**src/rtl/core/cma_pkg.sv**
```systemverilog
`timescale 1ns / 1ps
package cma_pkg;

  // width and reset value of the half width register
  localparam int unsigned HW_BITS = 4;
  localparam logic [HW_BITS-1:0] HW_RESET = 4'd7;

  // per-cycle control of one delay cell
  typedef struct packed {
    logic shift;   // take the left neighbor (new sample enters cell 0)
    logic rotate;  // take the right neighbor, last cell wraps to cell 0
  } cma_cell_ctl_t;

endpackage

```
**src/rtl/core/cma_cell.sv**
```systemverilog
`timescale 1ns / 1ps
module cma_cell import cma_pkg::*; #(
  parameter int WIDTH = 48
) (
  input  logic             clk,
  input  cma_cell_ctl_t    ctl,
  input  logic [WIDTH-1:0] left,
  input  logic [WIDTH-1:0] right,
  output logic [WIDTH-1:0] q
);

  always_ff @(posedge clk) begin
    if (ctl.shift) begin
      q <= left;
    end else if (ctl.rotate) begin
      q <= right;
    end
  end

endmodule

```
**config.mk**
```make
export PLATFORM = sky130hd
export DESIGN_NAME = cma_cell
export DESIGN_NICKNAME = d
export VERILOG_FILES = /design/src/rtl/core/cma_pkg.sv /design/src/rtl/core/cma_cell.sv
export SDC_FILE = /design/constraint.sdc
export NUM_CORES = 1
export LEC_CHECK = 0
export BUFFER_PORTS_ARGS = -buffer_cell sky130_fd_sc_hd__buf_2
export CELL_PAD_IN_SITES_DETAIL_PLACEMENT = 1
export CELL_PAD_IN_SITES_GLOBAL_PLACEMENT = 2
export CORE_MARGIN = 2
export CORE_UTILIZATION = 23
export DETAILED_ROUTE_END_ITERATION = 12
export PLACE_DENSITY_LB_ADDON = 0.1
export SYNTH_ARGS = -nofsm -noshare
export SYNTH_HDL_FRONTEND = slang
export SYNTH_SLANG_ARGS = --single-unit
```
**constraint.sdc**
```tcl
create_clock -name clk -period 2.4 [get_ports clk]
set_clock_uncertainty 0.15 [all_clocks]
set_input_delay 0.48 -clock clk [delete_from_list [all_inputs] [get_ports clk]]
set_output_delay 0.48 -clock clk [all_outputs]
set_load 0.005 [all_outputs]
```
==> impl_metrics.csv, run 1 <==
group,metric,value,unit
route,drc_errors,0,
sta,max_freq,664,MHz
worst_setup_path,critPathMaxFanout,13,
clock_tree,htree_levels,2,
global_route,grt_usage,11.0,%
synth,ys_seq_elements,48,
sta,period_needed,1.51,ns
route,firstDrtPassIters,3,
floorplan,dieArea,9760,um^2
synth,synth_area,2070,um^2
synth,synthDistinctLibCells,6,
job,cap_violations,0,
synth,synth_top_area_share,69.7,%
finish,largestRegisters,"q (48)",
clock_tree,cts_made_buffers,5,
floorplan,floorplan.initialDensity,23.7,%
synth,synth_edf_count,48,
clock_tree,clock_sinks,48,
finish,drive_above_1_share,80.7,%
route,wire_per_inst,15.0,um
sta,max_slew.worst_pin.slew,0.306,ns
sta,holdWs,0.329,ns
place,place_ws,0.523,ns
sta,hold_viol,0,
worst_setup_path,required,2.30,ns
clock_tree,clock_path_buffers,2,
worst_setup_path,start_kind,"input pin",
power,p_leak,1.36,nW
floorplan,core_area,8720,um^2
finish,area_delta_synth_final,46.1,%
finish,largest_register_ffs,48,
sta,final.period_utilization,62.8,%
floorplan,die_y,98.8,um
finish,nNetsFinal,353,
global_route,grt_pass1_wl,8420,um
worst_setup_path,path_class,"in -> reg",
route,drtIter0Drc,33,
sta,setup_ws,0.894,ns
clock_tree,cts-resized-gates,0,
clock_tree,clockRootBuffer,"clkbuf_8",
clock_tree,postCtsSetupRepairBufs,0,
finish,postLayoutCoreUtil,34.6,%
synth,yosysSeqAreaShare,69.7,%
finish,n_antenna_cell,0,
floorplan,fp-row-count,34,
route,wl,5440,um
synth,synth_flop_cell,"edfxtp_1",
clock_tree,clk_pin_slew,0.09,ns
synth,synth_fp_nets,201,
finish,nFillCells,968,
global_route,antenna_found_initial,0,
synth,synth_area_leaders,"edfxtp_1 (70%), mux2_2 (21%), mux2_4 (6.5%)",
synth,syn_avg_cell_area,20.3,um^2
synth,synthArstFlopShare,0,%
synth,synth_top_cell_by_area,"edfxtp_1",
synth,netlist_instances,102,
synth,yosys_warnings,0,
clock_tree,ctsHoldBuffers,0,
sta,finalSetupViolations,0,
hold_path,hold_end,"q[34]",
hold_path,whs_path_depth,2,
clock_tree,cts_tree,"built",
sta,setup_tns,0,ns
synth,synth.most_common_cell,"edfxtp_1",
place,portBuffers,146,
route,post_drt_via_cell_ratio,4.11,
route,vias,1488,
synth,synth_top_cells_by_count,"edfxtp_1 (48), mux2_2 (39), mux2_4 (9), buf_4 (3), buf_6 (2)",
place,gp_congestion,0.649,
sta,rsz0062_at_grt,"false",
status,outcome,"finished, final reports clean",
route,ant_nets,0,
floorplan,io_pins,147,
power,ir_worst_vdd,0.220,mV
global_route,grt_max_degree,28,
worst_setup_path,cp.arrival,1.41,ns
place,dpl_cell_area,2940,um^2
sta,slew_viol_final,0,
hold_path,hp-start,"right[34]",
hold_path,hold_path.class,"in -> reg",
global_route,grt-ovfl-total,0,
sta,slew_headroom,79.6,%
global_route,grt_pass1_vias,1681,
finish,design_area,3020,um^2
worst_setup_path,endpoint_kind,"flop",
floorplan,die_width,98.8,um
power,powerDensity,601,nW/um^2
finish,largest-register,"q",
layout make-up:
cell class	instances	area, um^2	area share (%)
multi-input cells	49	581	19.2
clock buffers	6	72.6	2.40
repair buffers	150	786	26.0
well taps	108	135	4.47
flip-flops and latches	48	1440	47.7
clock inverters	1	5.00	0.166
kinds of logic (layout without fill, tap and decap cells):
kind of cell | Yosys count | in the layout | share of synthesized area [%]
and+or+nand+nor | 1 | 1 | 0.303
buffers and inverters | 5 | 157 | 2.18
muxes | 48 | 48 | 27.8
DFF | 48 | 48 | 69.7
routing by layer:
| metal | routed length (um) | track usage, % | vias up |
|---|---|---|---|
| met1 | 2000 | 12.5 | 707 |
| met5 | 0 | 0 | - |
| li1 | - | - | 700 |
| met4 | 18 | 2.21 | 0 |
| met2 | 2880 | 19.3 | 79 |
| met3 | 549 | 4.75 | 2 |
metrics by stage:
stage	power (mW)	cells
3_5_place_dp	1.38	355
2_1_floorplan	1.19	102
4_1_cts	1.86	362
5_1_grt	1.91	362
3_3_place_gp	1.38	355
6_report	1.81	362
how the worst max path moves through the flow:
stage                       from  endpoint  slack [ns]  cells after the start
after CTS                 ctl[1]      q[4]        0.86                      3
after floorplan           ctl[1]      q[0]        0.44                      3
after global placement    ctl[1]      q[0]        0.53                      3
after detailed placement  ctl[1]      q[3]        0.52                      3
after global routing      ctl[1]      q[0]        0.85                      3
final                     ctl[1]      q[4]        0.89                      3
critical path, cell delays in order:
cell and delay (ns):
buf_2 0.27, buf_4 0.30, mux2_2 0.35
power by group:
part / switching (mW) / total, mW / internal [mW] / leakage, nW
combinational: 0.120 / 0.305 / 0.184 / 0.832
clock: 0.264 / 0.463 / 0.199 / 0.0410
sequential: 0.0198 / 1.05 / 1.03 / 0.489
total: 0.404 / 1.81 / 1.41 / 1.36
cell usage in the layout (no fill, tap or decap):
| master | count |
|---|---|
| clkbuf_1 | 1 |
| clkinv_2 | 1 |
| clkbuf_8 | 5 |
| or2_2 | 1 |
| buf_4 | 2 |
| buf_2 | 146 |
| mux2_4 | 9 |
| buf_12 | 2 |
| edfxtp_1 | 48 |
| mux2_2 | 39 |
Note: power is estimated with default switching activity, not from simulation.
==> inputs of run 2 (changes only) <==
--- a/config.mk
+++ b/config.mk
@@ -9,7 +9,7 @@
 export CELL_PAD_IN_SITES_DETAIL_PLACEMENT = 1
 export CELL_PAD_IN_SITES_GLOBAL_PLACEMENT = 2
 export CORE_MARGIN = 2
-export CORE_UTILIZATION = 23
+export CORE_UTILIZATION = 25
 export DETAILED_ROUTE_END_ITERATION = 12
 export PLACE_DENSITY_LB_ADDON = 0.1
 export SYNTH_ARGS = -nofsm -noshare
==> constraint.sdc (replaced) <==
create_clock -name clk -period 1.53 [get_ports clk]
set_clock_uncertainty 0.15 [all_clocks]
set_input_delay 0.306 -clock clk [delete_from_list [all_inputs] [get_ports clk]]
set_output_delay 0.306 -clock clk [all_outputs]
set_load 0.005 [all_outputs]
==> impl_metrics.csv, run 2 (same netlist as run 1, synthesis figures left out) <==
group,metric,value,unit
worst_setup_path,crit_chain,"buf_2",
finish,design_area,3050,um^2
power,ir_worst_vdd,0.327,mV
floorplan,floorplan.initialDensity,25.4,%
finish,drive_above_1_share,80.8,%
clock_tree,htree_levels,2,
finish,stdcell_count,360,
sta,setup_ws,0.265,ns
clock_tree,cts_made_buffers,5,
route,drtIter0Drc,26,
clock_tree,clock_sinks,48,
finish,largest_register_ffs,48,
finish,n_antenna_cell,0,
sta,setup_tns,0,ns
global_route,grt_pass1_wl,7420,um
worst_setup_path,slowest_stage,"edfxtp_1",
sta,slew_viol_final,0,
place,portBuffers,146,
sta,max_slew.worst_pin.slew,0.185,ns
finish,nNetsFinal,354,
sta,final.period_utilization,82.7,%
worst_setup_path,start_kind,"flop",
worst_setup_path,endpoint_kind,"primary output",
place,placed_cells,353,
place,gp_congestion,0.656,
place,dpl_cell_area,2970,um^2
hold_path,hold_path.class,"in -> reg",
power,powerDensity,929,nW/um^2
global_route,antenna_found_initial,0,
sta,rsz0062_at_grt,"false",
route,firstDrtPassIters,3,
route,vias,1456,
sta,period_needed,1.26,ns
sta,slew_headroom,87.6,%
worst_setup_path,cp_top_family,"flip-flops",
place,place_ws,0.0525,ns
worst_setup_path,max_stage_delay,0.38,ns
floorplan,fp-row-count,33,
floorplan,dieArea,9010,um^2
worst_setup_path,path_class,"reg -> out",
floorplan,core_area,8130,um^2
route,ant_nets,0,
route,drc_errors,0,
global_route,grt_max_degree,29,
job,cap_violations,0,
worst_setup_path,worstPathBufferInverterCount,1,
route,wl,5100,um
power,p_leak,1.38,nW
status,outcome,"finished, final reports clean",
finish,area_delta_synth_final,47.6,%
clock_tree,clockRootBuffer,"clkbuf_8",
finish,nFillCells,890,
sta,holdWs,0.158,ns
global_route,grt_usage,11.1,%
clock_tree,postCtsSetupRepairBufs,0,
clock_tree,clock_path_buffers,2,
floorplan,die_width,94.9,um
worst_setup_path,critPathMaxFanout,1,
sta,finalSetupViolations,0,
finish,mostFrequentLayoutCell,"buf_2",
finish,largestRegisters,"q (48)",
global_route,grt_pass1_vias,1495,
clock_tree,ctsHoldBuffers,0,
floorplan,die_y,94.9,um
clock_tree,clk_pin_slew,0.08,ns
sta,hold_viol,0,
route,post_drt_via_cell_ratio,4.04,
finish,final_cell_mix,"buf_2 (146), edfxtp_1 (48), mux2_2 (39)",
finish,postLayoutCoreUtil,37.5,%
finish,largest-register,"q",
power,total_power,2.84,mW
route,wire_per_inst,14.2,um
sta,max_freq,791,MHz
global_route,grt-ovfl-total,0,
clock_tree,cts_tree,"built",
worst_setup_path,cp.arrival,0.81,ns
clock_tree,cts-resized-gates,0,
floorplan,io_pins,147,
worst_setup_path,required,1.07,ns
-- run 2: cell count changes in the layout (fill, tap and decap cells not counted) --
cell | before | now
buf_12 | 2 | 4
or2_2 | 1 | 0
buf_4 | 2 | 1
or2_4 | 0 | 1
-- run 2: final timing paths --
check                  from     to  slack, ns  cells past startpoint
setup / recovery      q[41]  q[41]       0.27                      1
hold / removal    right[41]  q[41]       0.16                      2
-- run 2: final cells by class --
class                   count  area (um^2)  area share, %
flip-flops and latches     48         1440           47.2
repair buffers            151          818           26.8
multi-input cells          49          583           19.1
well taps                 105          131           4.31
clock buffers               6         72.6           2.38
clock inverters             1         5.00          0.164
-- run 2: where the power goes --
group	internal [mW]	switching [mW]
clock	0.312	0.398
sequential	1.61	0.0304
combinational	0.299	0.185
total	2.22	0.613
-- run 2: per-layer routing --
metal	up-vias	GRT usage, %	part of all wire, %
met4	0	3.26	1.1
met2	76	20.2	52
met1	670	12.4	38
li1	705	-	-
met3	5	3.51	8.3
met5	-	0	0
