## config.mk

```make
export PLATFORM = sky130hd
export DESIGN_NAME = cma_div
export DESIGN_NICKNAME = d
export VERILOG_FILES = /design/src/rtl/core/cma_pkg.sv /design/src/rtl/core/cma_div.sv
export SDC_FILE = /design/constraint.sdc
export NUM_CORES = 1
export LEC_CHECK = 0
export BUFFER_PORTS_ARGS = -buffer_cell sky130_fd_sc_hd__buf_2
export CELL_PAD_IN_SITES_DETAIL_PLACEMENT = 1
export CELL_PAD_IN_SITES_GLOBAL_PLACEMENT = 1
export CORE_UTILIZATION = 48
export CTS_BUF_LIST = sky130_fd_sc_hd__clkbuf_8
export DETAILED_ROUTE_END_ITERATION = 16
export GPL_ROUTABILITY_DRIVEN = 0
export PLACE_DENSITY_LB_ADDON = 0.1
export SETUP_SLACK_MARGIN = 0.05
export SYNTH_ARGS = -nofsm -noshare
export SYNTH_HDL_FRONTEND = slang
export SYNTH_SLANG_ARGS = --single-unit
```

## constraint.sdc

```tcl
create_clock -name clk -period 5.54 [get_ports clk]
set_clock_uncertainty 0.1 [all_clocks]
set_input_delay 0.554 -clock clk [delete_from_list [all_inputs] [get_ports clk]]
set_output_delay 0.554 -clock clk [all_outputs]
set_load 0.01 [all_outputs]
```

## src/rtl/core/cma_pkg.sv

```systemverilog
`timescale 1ns / 1ps
package cma_pkg;

  // width and reset value of the half width register
  localparam int unsigned HW_BITS = 4;
  localparam logic [HW_BITS-1:0] HW_RESET = 4'd7;

  // per-cycle control of one delay cell
  typedef struct packed {
    logic shift;   // take the left neighbor (new sample enters cell 0)
    logic rotate;  // take the right neighbor, last cell wraps to cell 0
  } cma_cell_ctl_t;

endpackage

```

## src/rtl/core/cma_div.sv

```systemverilog
`timescale 1ns / 1ps
module cma_div import cma_pkg::*; #(
  parameter int SAMPLE_BITS = 16,
  parameter int SUM_BITS    = 21,
  parameter int CNT_BITS    = 5
) (
  input  logic                   clk,
  input  logic                   rst,
  input  logic                   start,
  input  logic signed [SUM_BITS-1:0] sum,
  input  logic [HW_BITS-1:0]     half,
  input  logic [CNT_BITS-1:0]    cnt,
  output logic                   done,
  output logic [SAMPLE_BITS-1:0] quot
);

  localparam int ITER_BITS = $clog2(SUM_BITS + 1);

  logic [ITER_BITS-1:0] iter;
  logic [SUM_BITS-1:0]  work;
  logic [CNT_BITS-1:0]  rem;
  logic                 neg;

  logic [SUM_BITS-1:0]  mag;
  logic [SUM_BITS-1:0]  load_val;
  logic [CNT_BITS:0]    trial;
  logic [CNT_BITS:0]    diff;
  logic                 fits;
  logic [SUM_BITS-1:0]  neg_work;

  // magnitude plus half the divisor gives round half away from zero
  always_comb begin
    mag      = sum[SUM_BITS-1] ? SUM_BITS'(-sum) : SUM_BITS'(sum);
    load_val = mag + SUM_BITS'(half);
    trial    = {rem, work[SUM_BITS-1]};
    diff     = trial - {1'b0, cnt};
    fits     = trial >= {1'b0, cnt};
    neg_work = -work;
    quot     = neg ? SAMPLE_BITS'(neg_work) : SAMPLE_BITS'(work);
  end

  always_ff @(posedge clk) begin
    if (rst) begin
      iter <= '0;
      done <= 1'b0;
    end else begin
      done <= !start && (iter == ITER_BITS'(1));
      if (start) begin
        iter <= ITER_BITS'(SUM_BITS);
      end else if (iter != '0) begin
        iter <= iter - 1'b1;
      end
    end
  end

  // restoring division, one quotient bit per cycle
  always_ff @(posedge clk) begin
    if (start) begin
      work <= load_val;
      rem  <= '0;
      neg  <= sum[SUM_BITS-1];
    end else if (iter != '0) begin
      work <= {work[SUM_BITS-2:0], fits};
      rem  <= fits ? diff[CNT_BITS-1:0] : trial[CNT_BITS-1:0];
    end
  end

endmodule

```

==> results of run 1 <==
==> sequential cells by signal (all words and copies together), names as in the netlist <==
name	flops
neg	1
rem	5
work	21
done	1
iter	5
==> power breakdown <==
group,switching (mW),internal [mW]
sequential,0.0593,0.333
clock,0.0954,0.0867
combinational,0.235,0.192
==> area by class of cell <==
cell class              instances  area share, %
repair buffers                 49           7.38
flip-flops and latches         33           26.5
clock buffers                   5           2.07
multi-input cells             271           58.2
well taps                      75           2.82
clock inverters                 3          0.527
inverters                      22           2.48
==> worst min path at each step <==
stage	depth (start not counted)	slack, ns	end
after global placement	2	0.41	iter[1]$_SDFFE_PP0P_
after CTS	2	0.39	iter[0]$_SDFFE_PP0P_
after floorplan	2	0.39	iter[1]$_SDFFE_PP0P_
final	2	0.39	iter[2]$_SDFFE_PP0P_
after global routing	2	0.39	iter[0]$_SDFFE_PP0P_
after detailed placement	2	0.43	rem[1]$_SDFFE_PP0P_
==> layer usage <==
metal / vias up / share of wire, %
li1: 1333 / -
met1: 1300 / 46
met2: 63 / 49
met3: 15 / 2.8
met4: 0 / 2.2
met5: - / 0
==> cell usage after synthesis, drive strengths merged (2+ instances only) <==
cell / n / share of area [%]
xnor2: 33 / 9.7
nand2: 23 / 2.9
nor2: 23 / 2.9
nor3: 23 / 3.9
edfxtp: 22 / 22
inv: 21 / 2.6
a21oi: 16 / 2.7
o21ai: 16 / 2.7
ha: 14 / 5.9
xor2: 14 / 4.1
dfxtp: 11 / 7.4
mux2: 10 / 3.8
clkbuf: 9 / 1.2
o31ai: 8 / 2.0
or3: 8 / 1.7
buf: 6 / 1.5
nand3: 6 / 1.0
nand4: 6 / 1.3
o41ai: 6 / 1.8
a211oi: 5 / 1.3
nand2b: 5 / 1.0
or4: 5 / 1.3
nor2b: 4 / 0.84
or2: 4 / 0.84
a21o: 3 / 0.76
mux2i: 3 / 1.0
nor4: 3 / 0.63
and3: 2 / 0.42
fa: 2 / 1.3
nand4b: 2 / 0.59
nor3b: 2 / 0.50
o21a: 2 / 0.50
o21ba: 2 / 0.67
o221ai: 2 / 0.59
o311a: 2 / 1.0
or4b: 2 / 0.80
==> per-stage QoR <==
step | setup slack [ns] | hold slack (ns)
6_report | 1.68 | 0.393
5_1_grt | 1.29 | 0.391
4_1_cts | 1.68 | 0.390
3_5_place_dp | 1.37 | 0.430
3_3_place_gp | 1.58 | 0.408
2_1_floorplan | 1.91 | 0.386
==> kinds of logic after synthesis <==
| kind of cell | synth area share, % |
|---|---|
| compound gates | 16.8 |
| xor+xnor | 13.8 |
| mux | 4.79 |
| buf+inv | 5.46 |
| fa+ha+maj | 7.22 |
| simple gates | 22.3 |
| flops | 29.6 |
==> worst max-delay path, delay by kind of cell <==
family,cells,cell delay (ns)
xor+xnor,1,0.07
compound gates,4,1.14
simple gates,5,1.54
buf+inv,1,0.14
fa+ha+maj,1,0.35
==> flow_metrics.env, run 1 <==
export IMPL_synthArstFlopShare_pct=0
export IMPL_critical_path_class="in2reg"
export IMPL_syn_area_per_cell_um2=8.74
export IMPL_placedCellCount=450
export IMPL_drv_cap=0
export IMPL_layout_min_cycle_time_ns=3.86
export IMPL_cts_tree="yes"
export IMPL_rr_worst_depth=10
export IMPL_tightest_slew_ns=1.01
export IMPL_maxSlewViolCount=0
export IMPL_cp_end_kind="flop"
export IMPL_final_util_pct=55.8
export IMPL_routed_wirelength_mm=7.71
export IMPL_wl_per_cell_um=16.8
export IMPL_worstSetupStartpoint="sum[2]"
export IMPL_met2_usage_pct=44.6
export IMPL_viasPerCell=5.92
export IMPL_crit_top_cell="nand2_1"
export IMPL_die_w_um=80.8
export IMPL_met3_usage_pct=3.60
export IMPL_ys_ff_latch=33
export IMPL_yosysWarnings=0
export IMPL_hp_class="in2reg"
export IMPL_cts_buffers=5
export IMPL_fin_setup_tns_ns=0
export IMPL_cts_hold_buf=0
export IMPL_reg2reg_slack_ns=2.93
export IMPL_hpwl_mm=6.17
export IMPL_syn_num_nets=390
export IMPL_rsz0062_at_grt="false"
export IMPL_fillers=742
export IMPL_critPathLaunchType="input pin"
export IMPL_seq_area_um2=881
export IMPL_overflow=0
export IMPL_relSlewSlack_pct=32.4
export IMPL_hold_violations=0
export IMPL_synth_cells=341
export IMPL_port_buffers=49
export IMPL_cpPeakStageDelay_ns=0.68
export IMPL_dr_first_iter_drc_count=100
export IMPL_io_pins=50
export IMPL_post_cts_buffers=0
export IMPL_crit_end="work[19]$_DFFE_PP_"
export IMPL_clockRootBuffer="clkbuf_8"
export IMPL_clk_latency_ns=0.29
export IMPL_htreeDepth=2
export IMPL_coreArea_um2=5960
export IMPL_period_share_pct=69.7
export IMPL_required_ns=5.49
export IMPL_clk_pin_slew_worst_paths_ns=0.08
export IMPL_drtPass1Iterations=4
export IMPL_final_cell_count_no_fill=458
export IMPL_grt_pass1_vias=2759
export IMPL_initial_core_util_pct=50.0
export IMPL_final_common_cell="buf_2"
export IMPL_busiest_layer="met2"
export IMPL_grt_max_degree=33
export IMPL_cp_max_fo=7
export IMPL_peakVddDrop_v=0.000174
export IMPL_crit_arrival_ns=3.81
export IMPL_drc=0
export IMPL_crit_chain="buf_2 > or3_1 > nand2_1 > xnor2_1 > ha_1 > nand2_1 > o21ai_0 > o21ai_0 > nor4_1 > nand2_1 > o311a_1 > a221o_1"
export IMPL_dpl_cell_area_um2=3240
export IMPL_finalSetupViolations=0
export IMPL_ys_seq_area_share_pct=29.6
export IMPL_syn_area_um2=2980
export IMPL_hp_start="rst"
export IMPL_crit_slowest_cell="nor4_1"
export IMPL_powerDensity_nw_per_um2=301
export IMPL_fp_dieArea_um2=6530
export IMPL_grt_antenna_before_repair=0
export IMPL_via_count=2711
export IMPL_worstReg2RegEnd="rem[2]$_SDFFE_PP0P_"
export IMPL_ant_nets=0
export IMPL_r2r_start="work[20]$_DFFE_PP_"
export IMPL_final_cell_mix="49 x buf_2, 33 x xnor2_1, 23 x nor3_1, 23 x nand2_1, 23 x nor2_1"
export IMPL_die_h_um=80.8
export IMPL_syn_to_final_growth_pct=11.6
export IMPL_p_total_mw=1.00
export IMPL_use_met1_pct=31.9
export IMPL_status="finished clean"
export IMPL_fmax_ghz=0.259
export IMPL_leakage_nw=1.31
export IMPL_synthDistinctLibCells=58
export IMPL_cts_buffer_depth=2
export IMPL_drive_above_1_share_pct=20.1
export IMPL_finish_instance_area_um2=3320
export IMPL_multiInputGateArea_um2=1940
export IMPL_layout_nets=431
export IMPL_synth_main_ff_cell="edfxtp_1"
export IMPL_cts_resized=0
export IMPL_cts_sinks=33
export IMPL_grt_pass1_wl_mm=12.8
export IMPL_antenna_cells=0
export IMPL_synth_edff_count=22
export IMPL_grt_usage_pct=25.6
export IMPL_rows=28
No activity file was read; power rests on OpenSTA's default activity.
==> run 2: changes to the inputs <==
--- a/config.mk
+++ b/config.mk
@@ -8,7 +8,7 @@
 export BUFFER_PORTS_ARGS = -buffer_cell sky130_fd_sc_hd__buf_2
 export CELL_PAD_IN_SITES_DETAIL_PLACEMENT = 1
 export CELL_PAD_IN_SITES_GLOBAL_PLACEMENT = 1
-export CORE_UTILIZATION = 48
+export CORE_UTILIZATION = 40
 export CTS_BUF_LIST = sky130_fd_sc_hd__clkbuf_8
 export DETAILED_ROUTE_END_ITERATION = 16
 export GPL_ROUTABILITY_DRIVEN = 0
==> constraint.sdc (replaced) <==
create_clock -name clk -period 3.2 [get_ports clk]
set_clock_uncertainty 0.1 [all_clocks]
set_input_delay 0.32 -clock clk [delete_from_list [all_inputs] [get_ports clk]]
set_output_delay 0.32 -clock clk [all_outputs]
set_load 0.01 [all_outputs]
==> flow_metrics.env, run 2 (synthesized netlist as in run 1, its figures left out) <==
export IMPL_layout_nets=468
export IMPL_grt_max_degree=32
export IMPL_final_cell_count_no_fill=519
export IMPL_multiInputGateArea_um2=1970
export IMPL_fillers=905
export IMPL_clockRootBuffer="clkbuf_8"
export IMPL_port_buffers=49
export IMPL_syn_to_final_growth_pct=22.8
export IMPL_via_count=2770
export IMPL_grt_antenna_before_repair=0
export IMPL_maxSlewViolCount=0
export IMPL_overflow=0
export IMPL_initial_core_util_pct=41.3
export IMPL_coreArea_um2=7210
export IMPL_pre_cts_slack_ns=-0.186
export IMPL_reg_top3="work: 21 flops, iter: 5 flops, rem: 5 flops"
export IMPL_placedCellCount=510
export IMPL_required_ns=2.78
export IMPL_fmax_ghz=0.324
export IMPL_layout_min_cycle_time_ns=3.09
export IMPL_cts_sinks=33
export IMPL_cp_end_kind="output pin"
export IMPL_rows=31
export IMPL_crit_arrival_ns=2.67
export IMPL_fp_dieArea_um2=7800
export IMPL_critPathLaunchType="flop"
export IMPL_final_cell_mix="49 x buf_2, 37 x buf_4, 33 x xnor2_1"
export IMPL_dr_first_iter_drc_count=114
export IMPL_hp_class="in2reg"
export IMPL_drc=0
export IMPL_drive_above_1_share_pct=27.9
export IMPL_peakVddDrop_v=0.000166
export IMPL_cp_max_fo=3
export IMPL_die_w_um=88.3
export IMPL_leakage_nw=1.50
export IMPL_grt_pass1_vias=2764
export IMPL_die_h_um=88.3
export IMPL_relSlewSlack_pct=42.0
export IMPL_routed_wirelength_mm=7.76
export IMPL_reg2reg_slack_ns=0.69
export IMPL_rsz0062_at_grt="true"
export IMPL_final_util_pct=50.7
export IMPL_tightest_slew_ns=0.863
export IMPL_finalSetupViolations=0
export IMPL_wl_per_cell_um=15.0
export IMPL_cts_buffers=5
export IMPL_antenna_cells=0
export IMPL_grt_pass1_wl_mm=13.1
export IMPL_clk_pin_slew_worst_paths_ns=0.06
export IMPL_io_pins=50
export IMPL_seq_area_um2=881
export IMPL_grt_usage_pct=21.5
export IMPL_status="finished clean"
export IMPL_hold_violations=0
export IMPL_largest_reg_flops=21
export IMPL_ant_nets=0
export IMPL_cts_tree="yes"
export IMPL_regMostFlops="work"
export IMPL_critical_path_class="reg2out"
export IMPL_hpwl_mm=6.39
export IMPL_drtPass1Iterations=4
export IMPL_viasPerCell=5.34
export IMPL_final_common_cell="buf_2"
export IMPL_fin_ws_ns=0.115
export IMPL_clk_latency_ns=0.29
export IMPL_fin_setup_tns_ns=0
export IMPL_cts_buffer_depth=2
export IMPL_period_share_pct=96.4
export IMPL_drv_cap=0
export IMPL_powerDensity_nw_per_um2=480
export IMPL_htreeDepth=2
==> run 2: area by class of cell <==
cell class / instances / share of cell area (%)
repair buffers: 86 / 14.3
multi-input cells: 271 / 53.8
inverters: 22 / 2.26
clock inverters: 3 / 0.308
flip-flops and latches: 33 / 24.1
well taps: 99 / 3.39
clock buffers: 5 / 1.88
==> run 2: routing by layer <==
metal / up-vias / global-route usage [%] / share of wire (%) / wire, µm
li1: 1400 / - / - / -
met1: 1314 / 27.5 / 47 / 3640
met2: 47 / 37.8 / 49 / 3770
met3: 9 / 2.71 / 2.4 / 190
met4: 0 / 6.60 / 2.0 / 158
met5: - / 0 / 0 / 0
==> run 2: worst paths after layout <==
path	start	end	cells past startpoint
worst min-delay path	rst	iter[4]$_SDFFE_PP0P_	2
worst min register to register	rem[0]$_SDFFE_PP0P_	rem[0]$_SDFFE_PP0P_	2
worst max-delay path	work[1]$_DFFE_PP_	quot[13]	6
worst max register to register	work[20]$_DFFE_PP_	rem[1]$_SDFFE_PP0P_	10
==> run 2: stage by stage <==
step / total power, mW / area [µm²] / hold WS, ns
floorplan: 1.19 / 2990 / 0.289
global placement: 1.44 / 3540 / 0.403
detailed placement: 1.47 / 3540 / 0.420
CTS: 1.77 / 3640 / 0.174
global route: 1.90 / 3660 / 0.184
finish: 1.76 / 3660 / 0.180
==> run 2: critical path: stages (launching register included) <==
cell	delay (ns)
edfxtp_1	0.42
or3_1	0.43
or3b_2	0.52
or4_4	0.47
o41ai_2	0.26
xnor2_1	0.15
buf_2	0.14
==> run 2: power breakdown <==
group	internal [mW]	switching [mW]
Clock	0.145	0.150
Sequential	0.575	0.104
Combinational	0.377	0.406
==> run 2: timing repair <==
item | CTS | global route
setup buffers | 0 | 1
resized for setup | 2 | 6
hold buffers | 0 | 0
setup endpoints to repair | 2 | 12
